### config.mk
export PLATFORM = sky130hd
export DESIGN_NAME = crc16_packet_deframer
export DESIGN_NICKNAME = d
export VERILOG_FILES = /design/src/hdl/crcpd_pkg.sv /design/src/hdl/crcpd_ram.sv /design/src/hdl/crcpd_rx.sv /design/src/hdl/crc16_packet_deframer.sv
export VERILOG_INCLUDE_DIRS = /design/src /design/src/hdl
export SDC_FILE = /design/constraint.sdc
export NUM_CORES = 2
export LEC_CHECK = 0
export BUFFER_PORTS_ARGS = -buffer_cell sky130_fd_sc_hd__buf_4
export CAP_MARGIN = 20
export CORE_ASPECT_RATIO = 0.75
export CORE_UTILIZATION = 54
export DETAILED_ROUTE_END_ITERATION = 12
export GPL_TIMING_DRIVEN = 0
export HOLD_SLACK_MARGIN = 0.15
export MAX_ROUTING_LAYER = met4
export PLACE_DENSITY = 0.7
export SLEW_MARGIN = 10
export SYNTH_ARGS = -nofsm -noshare
export SYNTH_HDL_FRONTEND = slang
export SYNTH_SLANG_ARGS = --single-unit
### constraint.sdc
create_clock -name clk -period 8.06 [get_ports clk]
set_input_delay 1.612 -clock clk [delete_from_list [all_inputs] [get_ports clk]]
set_output_delay 1.612 -clock clk [all_outputs]
set_load 0.005 [all_outputs]
### src/hdl/crc16_packet_deframer_macros.svh
// ----------------------------------------------------------------------------
// crc16_packet_deframer_macros.svh
// Assertion macros used by the deframer top-level RTL.
// ----------------------------------------------------------------------------
`ifndef CRC16_PACKET_DEFRAMER_MACROS_SVH
`define CRC16_PACKET_DEFRAMER_MACROS_SVH

// Same-cycle implication, checked out of reset.
`define CRCPD_ASSERT_NOW(label, clk, rst_n, ante, cons, msg) \
    label: assert property (@(posedge clk) disable iff (!rst_n) (ante) |-> (cons)) \
        else $error(msg);

// Next-cycle implication, checked out of reset.
`define CRCPD_ASSERT_NEXT(label, clk, rst_n, ante, cons, msg) \
    label: assert property (@(posedge clk) disable iff (!rst_n) (ante) |=> (cons)) \
        else $error(msg);

`endif

### src/hdl/crcpd_pkg.sv
// ----------------------------------------------------------------------------
// crcpd_pkg
// Shared constants, types and the CRC-CCITT byte step for the deframer.
// ----------------------------------------------------------------------------
`timescale 1ns / 1ps

package crcpd_pkg;

    localparam logic [7:0]  SOP_BYTE = 8'hA1;
    localparam logic [15:0] CRC_INIT = 16'hFFFF;

    localparam logic CMD_FEED = 1'b0;
    localparam logic CMD_READ = 1'b1;

    localparam logic KIND_PACKET = 1'b0;
    localparam logic KIND_READ   = 1'b1;

    // Frame completion event from the receive engine
    typedef struct packed {
        logic       done;
        logic [7:0] ptype;
        logic [7:0] plen;
    } rx_event_t;

    // Reflected CRC-CCITT (poly 0x8408), one byte per call
    function automatic logic [15:0] crc16_step(input logic [7:0] din, input logic [15:0] crc);
        logic [7:0] b;
        b = din ^ crc[7:0];
        b = b ^ {b[3:0], 4'b0000};
        return {b, crc[15:8]} ^ {12'h000, b[7:4]} ^ {5'b00000, b, 3'b000};
    endfunction

endpackage

### src/hdl/crcpd_ram.sv
// ----------------------------------------------------------------------------
// crcpd_ram
// Generic single-write, single-read RAM with registered read data.
// ----------------------------------------------------------------------------
`timescale 1ns / 1ps

module crcpd_ram #(
    parameter int WIDTH = 8,
    parameter int DEPTH = 200,
    parameter int ADDR_W = (DEPTH > 1) ? $clog2(DEPTH) : 1
) (
    input  logic              clk,
    input  logic              wr_en,
    input  logic [ADDR_W-1:0] wr_addr,
    input  logic [WIDTH-1:0]  wr_data,
    input  logic              rd_en,
    input  logic [ADDR_W-1:0] rd_addr,
    output logic [WIDTH-1:0]  rd_data
);

    logic [WIDTH-1:0] mem [DEPTH];

    always_ff @(posedge clk)
    begin
        if (wr_en)
        begin
            mem[wr_addr] <= wr_data;
        end
        if (rd_en)
        begin
            rd_data <= mem[rd_addr];
        end
    end

endmodule

### src/hdl/crcpd_rx.sv
// ----------------------------------------------------------------------------
// crcpd_rx
// Frame receive engine: header parse, incremental CRC, payload write port.
// ----------------------------------------------------------------------------
`timescale 1ns / 1ps

module crcpd_rx
    import crcpd_pkg::*;
#(
    parameter int MAX_PAYLOAD = 200,
    parameter int ADDR_W = (MAX_PAYLOAD > 1) ? $clog2(MAX_PAYLOAD) : 1
) (
    input  logic              clk,
    input  logic              rst_n,
    input  logic              feed_en,
    input  logic [7:0]        data_byte,
    output logic              wr_en,
    output logic [ADDR_W-1:0] wr_addr,
    output logic [7:0]        wr_data,
    output rx_event_t         rx_event
);

    localparam logic [2:0] PH_HUNT  = 3'd0;
    localparam logic [2:0] PH_TYPE  = 3'd1;
    localparam logic [2:0] PH_LEN   = 3'd2;
    localparam logic [2:0] PH_CRCLO = 3'd3;
    localparam logic [2:0] PH_CRCHI = 3'd4;
    localparam logic [2:0] PH_DATA  = 3'd5;

    logic [2:0]  phase_reg, phase_next;
    logic [7:0]  ftype_reg, ftype_next;
    logic [7:0]  flen_reg, flen_next;
    logic [15:0] exp_crc_reg, exp_crc_next;
    logic [15:0] crc_reg, crc_next;
    logic [7:0]  count_reg, count_next;
    logic [15:0] crc_upd;
    logic [15:0] exp_full;

    assign crc_upd  = crc16_step(data_byte, crc_reg);
    assign exp_full = {data_byte, exp_crc_reg[7:0]};

    assign wr_addr = count_reg[ADDR_W-1:0];
    assign wr_data = data_byte;

    always_comb
    begin
        phase_next     = phase_reg;
        ftype_next     = ftype_reg;
        flen_next      = flen_reg;
        exp_crc_next   = exp_crc_reg;
        crc_next       = crc_reg;
        count_next     = count_reg;
        wr_en          = 1'b0;
        rx_event.done  = 1'b0;
        rx_event.ptype = ftype_reg;
        rx_event.plen  = flen_reg;
        if (feed_en)
        begin
            unique case (phase_reg)
                PH_TYPE:
                begin
                    ftype_next = data_byte;
                    crc_next   = crc16_step(data_byte, CRC_INIT);
                    phase_next = PH_LEN;
                end
                PH_LEN:
                begin
                    if ({1'b0, data_byte} > 9'(MAX_PAYLOAD))
                    begin
                        phase_next = PH_HUNT;
                    end
                    else
                    begin
                        flen_next  = data_byte;
                        crc_next   = crc_upd;
                        phase_next = PH_CRCLO;
                    end
                end
                PH_CRCLO:
                begin
                    exp_crc_next = {8'h00, data_byte};
                    phase_next   = PH_CRCHI;
                end
                PH_CRCHI:
                begin
                    exp_crc_next = exp_full;
                    if (flen_reg == 8'd0)
                    begin
                        phase_next    = PH_HUNT;
                        rx_event.done = (crc_reg == exp_full);
                    end
                    else
                    begin
                        count_next = 8'd0;
                        phase_next = PH_DATA;
                    end
                end
                PH_DATA:
                begin
                    wr_en      = ({1'b0, count_reg} < 9'(MAX_PAYLOAD));
                    crc_next   = crc_upd;
                    count_next = count_reg + 8'd1;
                    if (({1'b0, count_reg} + 9'd1) >= {1'b0, flen_reg})
                    begin
                        phase_next    = PH_HUNT;
                        rx_event.done = (crc_upd == exp_crc_reg);
                    end
                end
                default:
                begin
                    // hunting, and unused codes recover here
                    phase_next = (data_byte == SOP_BYTE) ? PH_TYPE : PH_HUNT;
                end
            endcase
        end
    end

    always_ff @(posedge clk or negedge rst_n)
    begin
        if (!rst_n)
        begin
            phase_reg   <= PH_HUNT;
            ftype_reg   <= 8'd0;
            flen_reg    <= 8'd0;
            exp_crc_reg <= 16'd0;
            crc_reg     <= CRC_INIT;
            count_reg   <= 8'd0;
        end
        else
        begin
            phase_reg   <= phase_next;
            ftype_reg   <= ftype_next;
            flen_reg    <= flen_next;
            exp_crc_reg <= exp_crc_next;
            crc_reg     <= crc_next;
            count_reg   <= count_next;
        end
    end

endmodule

### src/hdl/crc16_packet_deframer.sv
// ----------------------------------------------------------------------------
// crc16_packet_deframer: framed byte-stream receiver with payload buffer.
// One item per cycle while in_ready is high; a result is registered in stage 1, then in the output register.
// Reads return payload RAM data through one registered-read RAM port.
// Async reset: hunting for SOP, CRC at 0xFFFF, no result held.
// ----------------------------------------------------------------------------
`timescale 1ns / 1ps
`include "crc16_packet_deframer_macros.svh"

module crc16_packet_deframer
    import crcpd_pkg::*;
#(
    parameter int MAX_PAYLOAD = 200
) (
    input  logic       clk,
    input  logic       rst_n,
    input  logic       in_valid,
    output logic       in_ready,
    input  logic       command,
    input  logic [7:0] data_byte,
    input  logic [7:0] read_index,
    output logic       out_valid,
    input  logic       out_ready,
    output logic       result_kind,
    output logic [7:0] packet_type,
    output logic [7:0] payload_length,
    output logic [7:0] read_data
);

    localparam int ADDR_W = (MAX_PAYLOAD > 1) ? $clog2(MAX_PAYLOAD) : 1;

    logic              in_xfer;
    logic              feed_en;
    logic              rd_cmd;
    logic              rd_in_range;
    logic              out_free;
    logic              wr_en;
    logic [ADDR_W-1:0] wr_addr;
    logic [7:0]        wr_data;
    logic [7:0]        ram_rd_data;
    rx_event_t         rx_event;

    logic [7:0] acc_ptype_reg, acc_ptype_next;
    logic [7:0] acc_len_reg, acc_len_next;

    logic       s1_valid_reg, s1_valid_next;
    logic       s1_kind_reg, s1_kind_next;
    logic [7:0] s1_type_reg, s1_type_next;
    logic [7:0] s1_len_reg, s1_len_next;
    logic       s1_zero_reg, s1_zero_next;

    logic       out_valid_reg, out_valid_next;
    logic       out_kind_reg, out_kind_next;
    logic [7:0] out_type_reg, out_type_next;
    logic [7:0] out_len_reg, out_len_next;
    logic [7:0] out_data_reg, out_data_next;

    assign out_free = !out_valid_reg || out_ready;
    assign in_ready = !s1_valid_reg || out_free;
    assign in_xfer  = in_valid && in_ready;
    assign feed_en  = in_xfer && (command == CMD_FEED);
    assign rd_cmd   = in_xfer && (command == CMD_READ);
    assign rd_in_range = (read_index < acc_len_reg) &&
                         ({1'b0, read_index} < 9'(MAX_PAYLOAD));

    crcpd_rx #(
        .MAX_PAYLOAD (MAX_PAYLOAD),
        .ADDR_W      (ADDR_W)
    ) u_rx (
        .clk       (clk),
        .rst_n     (rst_n),
        .feed_en   (feed_en),
        .data_byte (data_byte),
        .wr_en     (wr_en),
        .wr_addr   (wr_addr),
        .wr_data   (wr_data),
        .rx_event  (rx_event)
    );

    crcpd_ram #(
        .WIDTH  (8),
        .DEPTH  (MAX_PAYLOAD),
        .ADDR_W (ADDR_W)
    ) u_payload_ram (
        .clk     (clk),
        .wr_en   (wr_en),
        .wr_addr (wr_addr),
        .wr_data (wr_data),
        .rd_en   (rd_cmd && rd_in_range),
        .rd_addr (read_index[ADDR_W-1:0]),
        .rd_data (ram_rd_data)
    );

    // Last accepted packet info
    always_comb
    begin
        acc_ptype_next = acc_ptype_reg;
        acc_len_next   = acc_len_reg;
        if (rx_event.done)
        begin
            acc_ptype_next = rx_event.ptype;
            acc_len_next   = rx_event.plen;
        end
    end

    // Stage 1 waits for the RAM read; RAM data is held until it moves on
    always_comb
    begin
        s1_valid_next = s1_valid_reg;
        s1_kind_next  = s1_kind_reg;
        s1_type_next  = s1_type_reg;
        s1_len_next   = s1_len_reg;
        s1_zero_next  = s1_zero_reg;
        if (s1_valid_reg && out_free)
        begin
            s1_valid_next = 1'b0;
        end
        if (rd_cmd)
        begin
            s1_valid_next = 1'b1;
            s1_kind_next  = KIND_READ;
            s1_type_next  = acc_ptype_reg;
            s1_len_next   = acc_len_reg;
            s1_zero_next  = !rd_in_range;
        end
        else if (rx_event.done)
        begin
            s1_valid_next = 1'b1;
            s1_kind_next  = KIND_PACKET;
            s1_type_next  = rx_event.ptype;
            s1_len_next   = rx_event.plen;
            s1_zero_next  = 1'b1;
        end
    end

    always_comb
    begin
        out_valid_next = out_valid_reg;
        out_kind_next  = out_kind_reg;
        out_type_next  = out_type_reg;
        out_len_next   = out_len_reg;
        out_data_next  = out_data_reg;
        if (out_valid_reg && out_ready)
        begin
            out_valid_next = 1'b0;
        end
        if (s1_valid_reg && out_free)
        begin
            out_valid_next = 1'b1;
            out_kind_next  = s1_kind_reg;
            out_type_next  = s1_type_reg;
            out_len_next   = s1_len_reg;
            out_data_next  = s1_zero_reg ? 8'd0 : ram_rd_data;
        end
    end

    always_ff @(posedge clk or negedge rst_n)
    begin
        if (!rst_n)
        begin
            acc_ptype_reg <= 8'd0;
            acc_len_reg   <= 8'd0;
            s1_valid_reg  <= 1'b0;
            out_valid_reg <= 1'b0;
        end
        else
        begin
            acc_ptype_reg <= acc_ptype_next;
            acc_len_reg   <= acc_len_next;
            s1_valid_reg  <= s1_valid_next;
            out_valid_reg <= out_valid_next;
        end
    end

    always_ff @(posedge clk)
    begin
        s1_kind_reg  <= s1_kind_next;
        s1_type_reg  <= s1_type_next;
        s1_len_reg   <= s1_len_next;
        s1_zero_reg  <= s1_zero_next;
        out_kind_reg <= out_kind_next;
        out_type_reg <= out_type_next;
        out_len_reg  <= out_len_next;
        out_data_reg <= out_data_next;
    end

    assign out_valid      = out_valid_reg;
    assign result_kind    = out_kind_reg;
    assign packet_type    = out_type_reg;
    assign payload_length = out_len_reg;
    assign read_data      = out_data_reg;

    `CRCPD_ASSERT_NEXT(a_s1_holds_on_stall, clk, rst_n,
        s1_valid_reg && !out_free, s1_valid_reg, "stalled read stage lost its result")
    `CRCPD_ASSERT_NEXT(a_pkt_updates_len, clk, rst_n,
        rx_event.done, acc_len_reg == $past(rx_event.plen), "accepted length not updated")
    `CRCPD_ASSERT_NOW(a_acc_len_bound, clk, rst_n,
        1'b1, {1'b0, acc_len_reg} <= 9'(MAX_PAYLOAD), "accepted length above maximum")
    `CRCPD_ASSERT_NOW(a_pkt_no_data, clk, rst_n,
        out_valid_reg && (out_kind_reg == KIND_PACKET), out_data_reg == 8'd0,
        "packet result carries read data")

endmodule

==> metrics <==
# setup viols final 0; Setup TNS 0 ps; Worst-Margin Slew 1330 ps; crit path DAT 7370 ps; Die H 311 µm; total track usage 0.363; Gate power share 0.103; CP delay by family, top buffers and inverters; register bit total from synthesis 1728; PD cells 261 nW/µm²; Post-DP HPWL 145000 µm; Req. time, crit path 8520 ps; commonest non-fill, non-tap cell in the layout edfxtp_1; Placer Congestion 1.04; Routed WL 227000 µm; sequential fraction of the synthesis area 0.749; Final #Nets 3838; worst hold path type reg2reg; NetSw 5.02 mW; post-CTS sizing 0; # IOs 48; Fin Hold WS 420 ps; H-tree levels 4; EDFF count, synth 1650; CTS Buf Count 160; grt ovf 0; vias after detailed routing 39926; WL/cell 40.4 µm; top_reg_cell synth edfxtp_1; Synth async-reset ratio 0.0446; Pint 15.1 mW; Worst Path Buf+Inv 7; area grow syn2layout 12.0%; Max IR drop VDD 0.241 mV; fillers 8763; layout cells sized above 1 0.215; Mapped Area 68800 µm²; Rel. slew slack 0.111; die area 129000 µm²; PnR worst setup slack 1150 ps; CTS Hold Buffers Added 0; yosys warns 0; CTS sink count 1728; Std-Cell Core Area 125000 µm²; CP Launch Type primary input; most frequent cells in the layout edfxtp_1 (1650), mux4_2 (377), nor2_1 (256), nand2_1 (211), clkbuf_16 (161); Final Power 20.1 mW; count of non-filler cells in the finished layout 5603; IO buf count 46; Final Max Tran Viols 0; global-route wire length before repair 306000 µm; clock transition at the registers of the reported paths 60 ps; Initial Util 0.549; critical path's slowest cell buf_1; slowest stage delay, CP 980 ps; num rows 112; critical path type in2reg; most used cell, CP buf_2; FMAX 145 MHz; number of max-cap violations 0; setup slack at placement 716 ps; DP Cell Count 5286; Root Driver clkbuf_16; DR pass1 iterations 9; RSZ-0062 raised after global routing false; Crit. End Element flop; average size of a mapped cell 19.3 µm²; CTS tree yes; Final min period 6910 ps; Largest register FFs 1600; antenna violations before repair 13; Initial DRC Count 8225; Gate Count Post-Synth 3571; Mapped Nets 3611; Leak 24.9 nW; final hold vios 0; vias in the first global route 36732; Die Wd 414 µm; share of power burned in registers 0.506; Synth cell types 75; ordered cell list for the critical path buf_4, buf_4, buf_2, buf_2, buf_2, buf_2, buf_1, mux4_2, mux2i_1, o22ai_1, o21ai_0, o211ai_1; Skew-Pair Late Insertion Delay 830 ps; period utilisation layout 0.858; skew final 34.5 ps; Post-CTS Setup Inserts 0; Clock Power Share 0.391; status finished, final reports clean; sw frac 0.250; Vias/cell 7.13; clk buf depth 3; largest net degree at the start of global routing 141; drt drc 0; Crit Path Max Fanout 12; Final ANT Viol Nets 0
==> synthesized netlist by cell type (all sizes together) (5+ instances only) <==
library cell,n,share of area
edfxtp,1650,0.72
mux4,377,0.12
nor2,258,0.014
nand2,211,0.012
mux2i,140,0.020
clkbuf,109,0.0059
buf,107,0.0091
o21ai,93,0.0068
dfrtp,61,0.022
nand3,52,0.0038
a21oi,49,0.0036
a221oi,42,0.0053
xnor2,41,0.0053
a22oi,40,0.0044
xor2,34,0.0048
inv,27,0.0015
mux2,25,0.0041
nor2b,21,0.0019
ha,19,0.0035
nor3,18,0.0013
dfstp,16,0.0061
a31oi,12,0.0011
nand2b,12,0.0011
or3,12,0.0012
o211ai,11,0.0012
nor4,10,0.00091
o22ai,10,0.00091
a21o,9,0.00098
and2,9,0.00082
and3,9,0.00082
a22o,7,0.00089
o2111ai,7,0.00089
a311oi,6,0.00076
a211oi,5,0.00055
or4,5,0.00055
==> kinds of logic after synthesis <==
family          after synthesis  synth area share
simple gates                633            0.0399
compound gates              329            0.0328
mux                         542             0.148
buf+inv                     245            0.0166
flops                      1728             0.749
xor+xnor                     75            0.0102
fa+ha+maj                    19           0.00346
==> layer usage <==
metal | GRT usage | up-vias | share of wire
met5 | - | - | 0
met4 | 0.145 | 0 | 0.046
met2 | 0.459 | 3608 | 0.40
met3 | 0.177 | 598 | 0.18
li1 | - | 14902 | -
met1 | 0.500 | 20818 | 0.37
==> final timing paths <==
path	startpoint	end	slack, ps	cells after the start
hold / removal	s1_len_reg[4]$_DFFE_PP_	payload_length[4]$_DFFE_PP_	420	0
setup reg to reg	u_rx.wr_addr[0]$_DFFE_PN0P_	s1_len_reg[3]$_DFFE_PP_	3440	13
hold reg to reg	s1_len_reg[4]$_DFFE_PP_	payload_length[4]$_DFFE_PP_	420	0
min in group asynchronous	rst_n	acc_ptype_reg[1]$_DFFE_PN0P_	680	1
max in group asynchronous	rst_n	u_rx.crc_reg[15]$_DFFE_PN1P_	6720	2
setup / recovery	read_index[1]	u_payload_ram.rd_data[7]$_DFFE_PP_	1150	12
==> power by group through the flow <==
stage                     Clock (mW)  Combinational [mW]  Sequential, mW
after floorplan                    0                1.14            10.3
after global placement             0                1.91            10.4
after detailed placement           0                1.97            10.3
after CTS                       7.82                1.98            10.2
after global routing            8.15                2.13            10.2
final                           7.85                2.07            10.2
==> final cells by class <==
type / count / area [µm²] / area share
Antenna cell: 18 / 45.0 / 0.000585
Buffer: 216 / 1080 / 0.0140
Clock buffer: 205 / 4190 / 0.0545
Clock inverter: 91 / 1110 / 0.0145
Inverter: 29 / 109 / 0.00141
Multi-Input combinational cell: 1598 / 16100 / 0.209
Sequential cell: 1728 / 51500 / 0.669
Tap cell: 1653 / 2070 / 0.0269
Timing Repair Buffer: 65 / 777 / 0.0101
==> per-stage QoR <==
| step | util | instance area, µm² |
|---|---|---|
| 5_1_grt | 0.615 | 77000 |
| 6_report | 0.615 | 77000 |
| 3_3_place_gp | 0.568 | 71200 |
| 3_5_place_dp | 0.572 | 71600 |
| 4_1_cts | 0.614 | 76900 |
| 2_1_floorplan | - | 68800 |
Note: power is estimated with default switching activity, not from simulation.
